[src/design/ealu_pkg.sv]
// shared types and constants for the eight-bit alu with chunked opcode
// no dependencies
`default_nettype none

package ealu_pkg;

    localparam int unsigned DATA_W     = 8;
    localparam int unsigned OPCODE_W   = 5;
    localparam int unsigned SEL_W      = 4;
    localparam int unsigned CNT_W      = 2;
    localparam int unsigned LOGIC_BIT  = 4;
    localparam int unsigned DIV_STEPS  = 8;
    localparam logic [CNT_W-1:0] CNT_LAST_CHUNK = 2'd2;

    typedef enum logic [1:0] {
        FUNC_CALC  = 2'd0,
        FUNC_SHIFT = 2'd1,
        FUNC_CLEAR = 2'd2
    } func_t;

    typedef enum logic [3:0] {
        AR_ZERO      = 4'd0,
        AR_DIV       = 4'd1,
        AR_MUL_DEC   = 4'd2,
        AR_ADD       = 4'd3,
        AR_SQ_DIFF   = 4'd4,
        AR_DOUBLE    = 4'd5,
        AR_AVG       = 4'd6,
        AR_MUL       = 4'd7,
        AR_MOD       = 4'd8,
        AR_HALF      = 4'd9,
        AR_MUL_SUB   = 4'd10,
        AR_SUB       = 4'd11,
        AR_DIFF_SQ   = 4'd12,
        AR_PASS_A    = 4'd13,
        AR_SQUARE    = 4'd14,
        AR_DEC       = 4'd15
    } arith_op_t;

    typedef enum logic [3:0] {
        LG_NOT_A     = 4'd0,
        LG_NAND      = 4'd1,
        LG_NOTA_OR_B = 4'd2,
        LG_ONE       = 4'd3,
        LG_XOR       = 4'd4,
        LG_NOT_EQ    = 4'd5,
        LG_LE        = 4'd6,
        LG_OR        = 4'd7,
        LG_NOT_LE    = 4'd8,
        LG_NAND_ALT  = 4'd9,
        LG_AND       = 4'd10,
        LG_XNOR      = 4'd11,
        LG_NOT_B     = 4'd12,
        LG_NOR       = 4'd13,
        LG_EQ        = 4'd14,
        LG_XNOR_ALT  = 4'd15
    } logic_op_t;

    typedef enum logic [2:0] {
        ST_IDLE  = 3'd0,
        ST_MUL1  = 3'd1,
        ST_MUL2  = 3'd2,
        ST_DIV   = 3'd3,
        ST_WRITE = 3'd4
    } state_t;

    typedef struct packed {
        logic load;
        logic mul1;
        logic mul2;
        logic div_step;
        logic write;
    } ctrl_cmd_t;

    typedef struct packed {
        logic need_mul2;
        logic need_div;
        logic div_last;
        logic out_free;
    } ctrl_stat_t;

endpackage

`default_nettype wire

[src/design/ealu_div.sv]
// restoring divider, one quotient bit per cycle while step is high
// depends on ealu_pkg
`default_nettype none

module ealu_div
    import ealu_pkg::*;
(
    input  wire logic              clk,
    input  wire logic              rst_n,
    input  wire logic              load,
    input  wire logic              step,
    input  wire logic [DATA_W-1:0] dividend,
    input  wire logic [DATA_W-1:0] divisor,
    output logic      [DATA_W-1:0] quotient,
    output logic      [DATA_W-1:0] remainder,
    output logic                   last
);

    localparam int unsigned CW = $clog2(DIV_STEPS);

    logic [DATA_W-1:0] quo_reg, quo_next;
    logic [DATA_W-1:0] rem_reg, rem_next;
    logic [CW-1:0]     cnt_reg;
    logic [DATA_W:0]   trial;
    logic [DATA_W:0]   diff;
    logic              fits;

    always_comb
    begin
        trial    = {rem_reg, quo_reg[DATA_W-1]};
        fits     = trial >= {1'b0, divisor};
        diff     = trial - {1'b0, divisor};
        rem_next = fits ? diff[DATA_W-1:0] : trial[DATA_W-1:0];
        quo_next = {quo_reg[DATA_W-2:0], fits};
    end

    always_ff @(posedge clk or negedge rst_n)
    begin
        if (!rst_n)
        begin
            cnt_reg <= '0;
        end
        else if (load)
        begin
            cnt_reg <= '0;
        end
        else if (step)
        begin
            cnt_reg <= cnt_reg + CW'(1);
        end
    end

    always_ff @(posedge clk)
    begin
        if (load)
        begin
            quo_reg <= dividend;
            rem_reg <= '0;
        end
        else if (step)
        begin
            quo_reg <= quo_next;
            rem_reg <= rem_next;
        end
    end

    assign quotient  = quo_reg;
    assign remainder = rem_reg;
    assign last      = cnt_reg == CW'(DIV_STEPS - 1);

endmodule

`default_nettype wire

[src/design/ealu_ctrl.sv]
// controller state machine: sequences load, multiply, divide and write
// depends on ealu_pkg
`default_nettype none

module ealu_ctrl
    import ealu_pkg::*;
(
    input  wire logic       clk,
    input  wire logic       rst_n,
    input  wire logic       in_valid,
    output logic            in_ready,
    input  wire ctrl_stat_t stat,
    output ctrl_cmd_t       cmd
);

    state_t state_reg, state_next;

    always_ff @(posedge clk or negedge rst_n)
    begin
        if (!rst_n)
        begin
            state_reg <= ST_IDLE;
        end
        else
        begin
            state_reg <= state_next;
        end
    end

    always_comb
    begin
        state_next = state_reg;
        cmd        = '0;
        in_ready   = 1'b0;
        unique case (state_reg)
            ST_IDLE:
            begin
                in_ready = 1'b1;
                if (in_valid)
                begin
                    cmd.load   = 1'b1;
                    state_next = ST_MUL1;
                end
            end
            ST_MUL1:
            begin
                cmd.mul1 = 1'b1;
                if (stat.need_mul2)
                begin
                    state_next = ST_MUL2;
                end
                else if (stat.need_div)
                begin
                    state_next = ST_DIV;
                end
                else
                begin
                    state_next = ST_WRITE;
                end
            end
            ST_MUL2:
            begin
                cmd.mul2   = 1'b1;
                state_next = ST_WRITE;
            end
            ST_DIV:
            begin
                cmd.div_step = 1'b1;
                if (stat.div_last)
                begin
                    state_next = ST_WRITE;
                end
            end
            ST_WRITE:
            begin
                if (stat.out_free)
                begin
                    cmd.write  = 1'b1;
                    state_next = ST_IDLE;
                end
            end
            default:
            begin
                state_next = ST_IDLE;
            end
        endcase
    end

endmodule

`default_nettype wire

[src/design/ealu_datapath.sv]
// datapath: operand and opcode registers, shared multiplier, divider, output register
// depends on ealu_pkg and ealu_div
`default_nettype none

module ealu_datapath
    import ealu_pkg::*;
(
    input  wire logic                clk,
    input  wire logic                rst_n,
    input  wire logic [1:0]          func,
    input  wire logic [1:0]          opcode_chunk,
    input  wire logic [DATA_W-1:0]   operand_a,
    input  wire logic [DATA_W-1:0]   operand_b,
    input  wire ctrl_cmd_t           cmd,
    output ctrl_stat_t               stat,
    output logic                     out_valid,
    input  wire logic                out_ready,
    output logic [DATA_W-1:0]        result,
    output logic                     div_by_zero,
    output logic [OPCODE_W-1:0]      opcode_now
);

    func_t               func_reg;
    logic [1:0]          chunk_reg;
    logic [DATA_W-1:0]   a_reg, b_reg;
    logic [DATA_W-1:0]   p1_reg, p2_reg;
    logic [OPCODE_W-1:0] opcode_reg, opcode_next;
    logic [CNT_W-1:0]    chunk_cnt_reg, chunk_cnt_next;
    logic                out_valid_reg;
    logic [DATA_W-1:0]   result_reg, result_next;
    logic                dz_reg, dz_next;
    logic [OPCODE_W-1:0] opcode_out_reg;

    logic                is_calc, is_logic;
    arith_op_t           arith_sel;
    logic_op_t           logic_sel;
    logic [DATA_W-1:0]   a_minus_b;
    logic [DATA_W:0]     sum_ab;
    logic [DATA_W-1:0]   mul_x, mul_y;
    logic [2*DATA_W-1:0] product;
    logic                b_zero;
    logic [DATA_W-1:0]   quotient, remainder;
    logic                div_last;

    ealu_div u_div (
        .clk       (clk),
        .rst_n     (rst_n),
        .load      (cmd.load),
        .step      (cmd.div_step),
        .dividend  (operand_a),
        .divisor   (b_reg),
        .quotient  (quotient),
        .remainder (remainder),
        .last      (div_last)
    );

    assign is_calc   = func_reg == FUNC_CALC;
    assign is_logic  = opcode_reg[LOGIC_BIT];
    assign arith_sel = arith_op_t'(opcode_reg[SEL_W-1:0]);
    assign logic_sel = logic_op_t'(opcode_reg[SEL_W-1:0]);
    assign a_minus_b = a_reg - b_reg;
    assign sum_ab    = {1'b0, a_reg} + {1'b0, b_reg};
    assign b_zero    = b_reg == '0;

    // shared multiplier, only the low byte matters
    always_comb
    begin
        mul_x = a_reg;
        mul_y = b_reg;
        if (cmd.mul2)
        begin
            mul_x = b_reg;
            mul_y = b_reg;
        end
        else if (arith_sel == AR_DIFF_SQ)
        begin
            mul_x = a_minus_b;
            mul_y = a_minus_b;
        end
        else if (arith_sel == AR_SQ_DIFF || arith_sel == AR_SQUARE)
        begin
            mul_x = a_reg;
            mul_y = a_reg;
        end
    end

    assign product = mul_x * mul_y;

    always_comb
    begin
        stat.need_mul2 = is_calc && !is_logic && arith_sel == AR_SQ_DIFF;
        stat.need_div  = is_calc && !is_logic && !b_zero
                         && (arith_sel == AR_DIV || arith_sel == AR_MOD);
        stat.div_last  = div_last;
        stat.out_free  = !out_valid_reg || out_ready;
    end

    // opcode assembly
    always_comb
    begin
        opcode_next    = opcode_reg;
        chunk_cnt_next = chunk_cnt_reg;
        case (func_reg)
            FUNC_SHIFT:
            begin
                if (chunk_cnt_reg >= CNT_LAST_CHUNK)
                begin
                    opcode_next    = {opcode_reg[OPCODE_W-2:0], chunk_reg[0]};
                    chunk_cnt_next = '0;
                end
                else
                begin
                    opcode_next    = {opcode_reg[OPCODE_W-3:0], chunk_reg};
                    chunk_cnt_next = chunk_cnt_reg + CNT_W'(1);
                end
            end
            FUNC_CLEAR:
            begin
                opcode_next    = '0;
                chunk_cnt_next = '0;
            end
            default:
            begin
                opcode_next    = opcode_reg;
                chunk_cnt_next = chunk_cnt_reg;
            end
        endcase
    end

    // result select
    always_comb
    begin
        result_next = '0;
        dz_next     = 1'b0;
        if (is_calc && is_logic)
        begin
            unique case (logic_sel) inside
                LG_NOT_A:     result_next = ~a_reg;
                LG_NAND,
                LG_NAND_ALT:  result_next = ~(a_reg & b_reg);
                LG_NOTA_OR_B: result_next = ~a_reg | b_reg;
                LG_ONE:       result_next = DATA_W'(1);
                LG_XOR:       result_next = a_reg ^ b_reg;
                LG_NOT_EQ:    result_next = (a_reg == b_reg) ? 8'hFE : 8'hFF;
                LG_LE:        result_next = DATA_W'(a_reg <= b_reg);
                LG_OR:        result_next = a_reg | b_reg;
                LG_NOT_LE:    result_next = (a_reg <= b_reg) ? 8'hFE : 8'hFF;
                LG_AND:       result_next = a_reg & b_reg;
                LG_XNOR,
                LG_XNOR_ALT:  result_next = ~(a_reg ^ b_reg);
                LG_NOT_B:     result_next = ~b_reg;
                LG_NOR:       result_next = ~(a_reg | b_reg);
                LG_EQ:        result_next = DATA_W'(a_reg == b_reg);
                default:      result_next = '0;
            endcase
        end
        else if (is_calc)
        begin
            unique case (arith_sel) inside
                AR_ZERO:    result_next = '0;
                AR_DIV:
                begin
                    result_next = b_zero ? '0 : quotient;
                    dz_next     = b_zero;
                end
                AR_MUL_DEC: result_next = p1_reg - DATA_W'(1);
                AR_ADD:     result_next = sum_ab[DATA_W-1:0];
                AR_SQ_DIFF: result_next = p1_reg - p2_reg;
                AR_DOUBLE:  result_next = {a_reg[DATA_W-2:0], 1'b0};
                AR_AVG:     result_next = sum_ab[DATA_W:1];
                AR_MUL,
                AR_DIFF_SQ,
                AR_SQUARE:  result_next = p1_reg;
                AR_MOD:
                begin
                    result_next = b_zero ? '0 : remainder;
                    dz_next     = b_zero;
                end
                AR_HALF:    result_next = {1'b0, a_reg[DATA_W-1:1]};
                AR_MUL_SUB: result_next = p1_reg - sum_ab[DATA_W-1:0];
                AR_SUB:     result_next = a_minus_b;
                AR_PASS_A:  result_next = a_reg;
                AR_DEC:     result_next = a_reg - DATA_W'(1);
                default:    result_next = '0;
            endcase
        end
    end

    always_ff @(posedge clk)
    begin
        if (cmd.load)
        begin
            func_reg  <= func_t'(func);
            chunk_reg <= opcode_chunk;
            a_reg     <= operand_a;
            b_reg     <= operand_b;
        end
        if (cmd.mul1)
        begin
            p1_reg <= product[DATA_W-1:0];
        end
        if (cmd.mul2)
        begin
            p2_reg <= product[DATA_W-1:0];
        end
        if (cmd.write)
        begin
            result_reg     <= result_next;
            dz_reg         <= dz_next;
            opcode_out_reg <= opcode_next;
        end
    end

    always_ff @(posedge clk or negedge rst_n)
    begin
        if (!rst_n)
        begin
            opcode_reg    <= '0;
            chunk_cnt_reg <= '0;
            out_valid_reg <= 1'b0;
        end
        else
        begin
            if (cmd.write)
            begin
                opcode_reg    <= opcode_next;
                chunk_cnt_reg <= chunk_cnt_next;
                out_valid_reg <= 1'b1;
            end
            else if (out_ready)
            begin
                out_valid_reg <= 1'b0;
            end
        end
    end

    assign out_valid   = out_valid_reg;
    assign result      = result_reg;
    assign div_by_zero = dz_reg;
    assign opcode_now  = opcode_out_reg;

`ifndef SYNTHESIS
    a_chunk_cnt_range: assert property (@(posedge clk) disable iff (!rst_n)
        chunk_cnt_reg != 2'd3)
        else $error("chunk count out of range");

    a_write_only_when_free: assert property (@(posedge clk) disable iff (!rst_n)
        cmd.write |-> stat.out_free)
        else $error("output word overwritten");

    a_dz_gives_zero: assert property (@(posedge clk) disable iff (!rst_n)
        out_valid_reg && dz_reg |-> result_reg == '0)
        else $error("divide by zero with nonzero result");

    a_div_only_for_div: assert property (@(posedge clk) disable iff (!rst_n)
        cmd.div_step |-> stat.need_div)
        else $error("divider stepped for non-divide op");
`endif

endmodule

`default_nettype wire

[src/design/eight_bit_alu_with_chunked_opcode_top.sv]
// sequence: accept, first multiply, then a second multiply for a*a-b*b or eight restoring
// divider steps for divide and modulo with a nonzero divisor, then write of the output word
// one item in flight at a time; the write waits until the output register is free
// output register holds a finished word while the next input word is taken
// reset: asynchronous active-low rst_n clears opcode, chunk count, fsm and output valid
// top level: controller and datapath; depends on ealu_pkg, ealu_ctrl, ealu_datapath
`default_nettype none

module eight_bit_alu_with_chunked_opcode_top
    import ealu_pkg::*;
(
    input  wire logic        clk,
    input  wire logic        rst_n,
    input  wire logic        s_axis_tvalid,
    output logic             s_axis_tready,
    input  wire logic [23:0] s_axis_tdata,  // opcode_chunk, operand_a, operand_b, unused upper bits
    input  wire logic [1:0]  s_axis_tuser,  // func
    output logic             m_axis_tvalid,
    input  wire logic        m_axis_tready,
    output logic [15:0]      m_axis_tdata,  // result, opcode_now, zero pad
    output logic             m_axis_tuser   // div_by_zero
);

    ctrl_cmd_t           cmd;
    ctrl_stat_t          stat;
    logic [DATA_W-1:0]   result;
    logic [OPCODE_W-1:0] opcode_now;

    ealu_ctrl u_ctrl (
        .clk      (clk),
        .rst_n    (rst_n),
        .in_valid (s_axis_tvalid),
        .in_ready (s_axis_tready),
        .stat     (stat),
        .cmd      (cmd)
    );

    ealu_datapath u_datapath (
        .clk          (clk),
        .rst_n        (rst_n),
        .func         (s_axis_tuser),
        .opcode_chunk (s_axis_tdata[1:0]),
        .operand_a    (s_axis_tdata[9:2]),
        .operand_b    (s_axis_tdata[17:10]),
        .cmd          (cmd),
        .stat         (stat),
        .out_valid    (m_axis_tvalid),
        .out_ready    (m_axis_tready),
        .result       (result),
        .div_by_zero  (m_axis_tuser),
        .opcode_now   (opcode_now)
    );

    assign m_axis_tdata = {3'b000, opcode_now, result};

endmodule

`default_nettype wire
[config.mk]
export PLATFORM = sky130hd
export DESIGN_NAME = eight_bit_alu_with_chunked_opcode_top
export DESIGN_NICKNAME = d
export VERILOG_FILES = /design/src/design/ealu_pkg.sv /design/src/design/ealu_div.sv /design/src/design/ealu_ctrl.sv /design/src/design/ealu_datapath.sv /design/src/design/eight_bit_alu_with_chunked_opcode_top.sv
export SDC_FILE = /design/constraint.sdc
export NUM_CORES = 1
export LEC_CHECK = 0
export BUFFER_PORTS_ARGS = -buffer_cell sky130_fd_sc_hd__buf_2
export CAP_MARGIN = 10
export CORE_UTILIZATION = 62
export CTS_CLUSTER_DIAMETER = 80
export DETAILED_ROUTE_END_ITERATION = 12
export HOLD_SLACK_MARGIN = 0.03
export PLACE_DENSITY_LB_ADDON = 0.05
export SLEW_MARGIN = 20
export SYNTH_ARGS = -nofsm -noshare
export SYNTH_HDL_FRONTEND = slang
export SYNTH_SLANG_ARGS = --single-unit
[constraint.sdc]
create_clock -name clk -period 7.6 [get_ports clk]
set_input_delay 0 -clock clk [delete_from_list [all_inputs] [get_ports clk]]
set_output_delay 0 -clock clk [all_outputs]
set_load 0.02 [all_outputs]
### Yosys cells after proc, flatten, opt, wreduce, memory -nomap -nowiden

Cells that the tools add are included.

* register bits: 80
* bits of input ports: 30
* output and inout port bits: 19
* word-level logic and storage cells: 129

* $add $sub $neg: 9
* multipliers: 1
* $lt $le $gt $ge: 3
* equal/unequal tests: 26
* multiplexer cells: 38
* bitwise operators: 11
* reductions and logical operators: 25

Operators by type and width (number)
* $pmux W8 S14: 1
* $pmux W8 S13: 1
* $mux W8: 12
* $not A8 Y8: 5
* $eq A4 B4 Y1 const B: 8
* $sub A8 B8 Y8: 4
* $mux W3: 7
* $eq A4 B3 Y1 const B: 4
* $or A8 B8 Y8: 2
* $sub A8 B1 Y8 const B: 2
* $pmux W3 S5: 1
* $mux W1: 12
* $pmux W5 S2: 1
* $add A8 B8 Y9: 1
* $ge A9 B8 Y1: 1
* $and A8 B8 Y8: 1
* $eq A4 B2 Y1 const B: 2
* $eq A8 B8 Y1: 1
* $le A8 B8 Y1: 1
* $logic_not A8 Y1: 1
* $mul A8 B8 Y8: 1
* $xor A8 B8 Y8: 1
* $eq A3 B2 Y1 const B: 2
* $eq A3 B3 Y1 const B: 2
* other kinds (24): 39

### Logic depth before layout (Yosys ltp)

* word-level depth: 7
* mapped depth: 27
* depth with buffers taken out: 26

### Hierarchy

From an unflattened synthesis, not the netlist that was laid out.

* cell total of the unflattened synthesis: 899
* area, all modules: 7651.1 um2

By module, submodules not included
* ealu_datapath: times used 1, cells each 746, area an instance 6168.4 um2, seq. area each 1701.6 um2
* ealu_div: times used 1, cells each 123, area an instance 1234.9 um2, seq. area each 475.5 um2
* ealu_ctrl: times used 1, cells each 26, area an instance 221.5 um2, seq. area each 75.1 um2
* eight_bit_alu_with_chunked_opcode_top: times used 1, cells each 4, area an instance 26.3 um2, seq. area each 0.0 um2

### Worst setup path before layout

No wires, ideal clock.

* path type: register -> register
* start point: reg u_datapath.a_reg[1]
* end point: reg u_datapath.p1_reg[7] (data pin)
* setup time: 0.264 ns
* arrival: 5.607 ns
* data required time: 7.336 ns
* slack: 1.729 ns
* cell stages (with the launch flop): 23
* buffers on the path: 1
* period minus slack after synthesis: 5.871 ns
* path through: edfxtp_1 -> clkbuf_1 -> inv_1 -> ha_1 -> o21ba_1 -> o21ai_0 -> xnor2_1 -> o221ai_1 -> or2_2 -> fa_1 -> fa_1 -> inv_1 -> fa_1 -> inv_1 -> fa_1 -> inv_1 -> ha_1 -> a21oi_1 -> xnor2_1 -> xnor3_1 -> xor3_1 -> xnor2_1 -> xnor2_1

* word-level cells in the longest chain between the ends: 4
* elaborated cells between the ends (all ways): 7
* those cells by class: 1 x add/sub; 1 x mul; 5 x mux

RTL lines
* start, declared: RTL line ealu_datapath.sv:25 `logic [DATA_W-1:0] a_reg, b_reg;`
* start signal, assigned: RTL line ealu_datapath.sv:195 `a_reg <= operand_a;`
* $sub A8 B8 Y8 / $mux W8 (equally long branches): RTL line ealu_datapath.sv:61, ealu_datapath.sv:80
* $mux W8: RTL line ealu_datapath.sv:75 `else if (arith_sel == AR_DIFF_SQ)`
* $mux W8: RTL line ealu_datapath.sv:70 `if (cmd.mul2)`
* $mul A8 B8 Y8 *: RTL line ealu_datapath.sv:87 `assign product = mul_x * mul_y;`
* named net u_datapath.product[7]: RTL line ealu_datapath.sv:40 `logic [2*DATA_W-1:0] product;`
* end signal, assigned: RTL line ealu_datapath.sv:200 `p1_reg <= product[DATA_W-1:0];`
* end, declared: RTL line ealu_datapath.sv:26 `logic [DATA_W-1:0] p1_reg, p2_reg;`

Mark *: on every way through the listed nets, which the timed path passes. The rest lies on a longest branch.
A chain may end at the register's enable or synchronous reset.

### Worst setup path in the final report

* start point: reg u_ctrl.state_reg[1]
* end point: reg u_datapath.p2_reg[7] (data pin)

* word-level cells in the longest chain between the ends: 4
* elaborated cells between the ends (all ways): 5
* those cells by class: 1 x mul; 1 x eq/ne; 3 x mux

RTL lines
* start, declared: RTL line ealu_ctrl.sv:16 `state_t state_reg, state_next;`
* start signal, assigned: RTL line ealu_ctrl.sv:26 `state_reg <= state_next;`
* $eq A3 B2 Y1 *: RTL line ealu_ctrl.sv:35 `unique case (state_reg)`
* $mux W1 *: RTL line ealu_ctrl.sv:35
* $mux W8: RTL line ealu_datapath.sv:70
* $mul A8 B8 Y8 *: RTL line ealu_datapath.sv:87
* named net u_datapath.product[7]: RTL line ealu_datapath.sv:40
* end signal, assigned: RTL line ealu_datapath.sv:204 `p2_reg <= product[DATA_W-1:0];`
* end, declared: RTL line ealu_datapath.sv:26

Marks and branches as above.

==> results.json <==
{
  "status": "finished clean",
  "dieWidth_microns": 111,
  "fin_ws_ps": 802,
  "grt_pass1_vias": 7043,
  "tns_ps": 0,
  "critical_path.max_stage_delay_ps": 600,
  "synthTopCellsByArea": "edfxtp_1 24%, ha_1 11%, nor2_1 4.9%, dfrtp_1 4.8%, nand2_1 4.6%",
  "reg2reg_depth": 20,
  "initial_core_util": 0.641,
  "root_buffer": "clkbuf_16",
  "syn_avg_cell_area_sq_um": 8.56,
  "n_antenna_cell": 0,
  "yosys.area.top_type": "edfxtp_1",
  "firstDrtPassIters": 8,
  "coreArea_sq_um": 11500,
  "antenna_found_initial": 0,
  "cts_setup_buffers": 0,
  "syn_area_sq_um": 7360,
  "cts_hold_buf": 22,
  "tritoncts": "done",
  "required_ps": 7690,
  "nNetsFinal": 1008,
  "yosysWarnings": 0,
  "path_max_fanout": 19,
  "async_flop_share": 0.175,
  "cts_resized": 0,
  "worst_slew_margin_rel": 0.246,
  "synth_edf_count": 58,
  "hold_class": "in -> async",
  "reg2reg_to": "u_datapath.p2_reg[7]",
  "grt_usage": 0.410,
  "cp.arrival_ps": 6890,
  "yosysMostFrequentCell": "nor2_1",
  "clock-sinks": 80,
  "die-area_sq_um": 12300,
  "drv_cap": 0,
  "worstPathCellList": "or3b_1, clkinv_2, nor4_4, o22a_1, o21ai_0, or2_2, fa_1, fa_1, inv_1, fa_1, inv_1, fa_1, inv_1, ha_1, a21oi_1, xnor2_1, xnor3_1, xor3_1, xnor2_1, xnor2_1",
  "rsz0062_at_grt": "no",
  "cp-end-kind": "flop",
  "setup_viol": 0,
  "drive_above_1_share": 0.0961,
  "wirelength_microns": 24500,
  "min_period_ps": 6800,
  "synthFlopType": "edfxtp_1",
  "fin_skew_ps": 7.06,
  "drt_iter0_markers": 1125,
  "grt-ovfl-total": 0,
  "critPathSlowestCell": "nor4_4",
  "slew_viol_final": 0,
  "clk_pin_slew_ps": 60,
  "cts_buffers": 9,
  "wl_per_cell_microns": 23.4,
  "dp_hpwl_microns": 17500,
  "grt_max_degree": 39,
  "die_h_microns": 111,
  "crit_top_cell": "fa_1",
  "pre_cts_slack_ps": 889,
  "r2r-start": "u_ctrl.state_reg[1]",
  "synth_top_area_frac": 0.237,
  "fp-row-count": 39,
  "drc": 0,
  "crit_path_start_kind": "flop",
  "gp_congestion": 1.08,
  "synth_commonest_cells": "96 x nor2_1, 90 x nand2_1, 62 x ha_1",
  "synth-seq-cells": 80,
  "yosysUniqueCellTypes": 73,
  "ios": 49,
  "worstSetupPathType": "reg -> reg",
  "clk_latency_ps": 350,
  "ant_nets": 0,
  "max_freq_mhz": 147,
  "port_buffers": 39,
  "vias": 7172,
  "seq_area_frac_synth": 0.306,
  "vias_per_cell": 6.84,
  "grt_pass1_wl_microns": 38500,
  "hold_violations": 0,
  "worst_slew_pin_slew_ps": 1130,
  "r2r_setup_slack_ps": 800,
  "period_share": 0.894,
  "timing.hold.ws_ps": 104,
  "syn2layout_area_growth_pct": 11.0,
  "htree_num_levels": 3,
  "syn_inst": 859,
  "cts.path.max_buffers": 2
}
## cell type report
type	instances	area, sq um
multi-input cells	670	4680
fillers	847	3300
flip-flops and latches	80	2250
repair buffers	73	505
inverters	66	249
clock buffers	10	229
well taps	143	179
clock inverters	6	68.8
## stage by stage
| stage | cell area, sq um | cells | util |
|---|---|---|---|
| 2_1_floorplan | 7360 | 861 | - |
| 3_3_place_gp | 7640 | 1010 | 0.666 |
| 3_5_place_dp | 7640 | 1010 | 0.666 |
| 4_1_cts | 8160 | 1048 | 0.711 |
| 5_1_grt | 8160 | 1048 | 0.712 |
| 6_report | 8160 | 1048 | 0.712 |
## routing by layer
layer | up-vias | track usage | share of wire
li1 | 3200 | - | -
met1 | 3306 | 0.538 | 0.38
met2 | 539 | 0.632 | 0.44
met3 | 127 | 0.0847 | 0.12
met4 | 0 | 0.228 | 0.061
met5 | - | 0 | 0
## kinds of logic (layout without fill, tap and decap cells)
kind of cell             count (synthesis)  in the layout  synth area share
XOR/XNOR                                45             45            0.0575
adder cells (fa/ha/maj)                 78             78             0.149
other                                    1              3          0.000510
multiplexers                            35             35            0.0495
flip-flops                              80             80             0.306
buffers and inverters                  111            155            0.0594
AND/OR/NAND/NOR                        263            263             0.159
AO/OA/AOI/OAI                          246            246             0.219
## critical path, delay by kind of cell (launching register included)
family	cells	cell delay, ps
xor gates and xnor gates	5	1040
AOI/OAI and AO/OA	3	590
buffers and inverters	4	600
adders and majority gates	5	2310
and+or+nand+nor	3	1560
DFF	1	430
## placed cells by master (no fill, tap or decap), types with 5 or more instances in the layout
cell            n
dlygate4sd3_1  22
o32ai_1         7
a21oi_1        54
a21o_1          9
o21bai_1        5
a22oi_1        17
a221oi_1        8
nor2_1         96
nand3_1         9
buf_2          39
o31ai_1         7
xor2_1          9
nand2b_1        9
buf_4          12
nand4_1         7
clkbuf_16       9
o21ai_0        52
nand2_1        90
ha_1           62
dfrtp_1        14
mux2_2          9
nor3_1         21
xnor2_1        34
o22ai_1        30
a211oi_1        8
edfxtp_1       58
fa_1           16
o221ai_1        7
mux2i_1        24
a31oi_1         5
dfxtp_1         8
or3_1           6
nor2b_1         9
inv_1          61
## worst max-delay path by stage
stage                         from                    to  slack, ps  cells past startpoint
6_report       u_ctrl.state_reg[1]  u_datapath.p2_reg[7]        800                     20
5_1_grt        u_ctrl.state_reg[1]  u_datapath.p1_reg[7]        430                     20
4_1_cts        u_ctrl.state_reg[1]  u_datapath.p2_reg[7]        860                     20
3_5_place_dp   u_ctrl.state_reg[1]  u_datapath.p1_reg[7]        890                     20
3_3_place_gp   u_ctrl.state_reg[1]  u_datapath.p1_reg[7]        950                     20
2_1_floorplan  u_datapath.a_reg[1]  u_datapath.p1_reg[7]       1730                     22
Power is left out: the tool's default activity adds up to more than one toggle a clock period on the data nets, which glitch-free logic cannot reach.
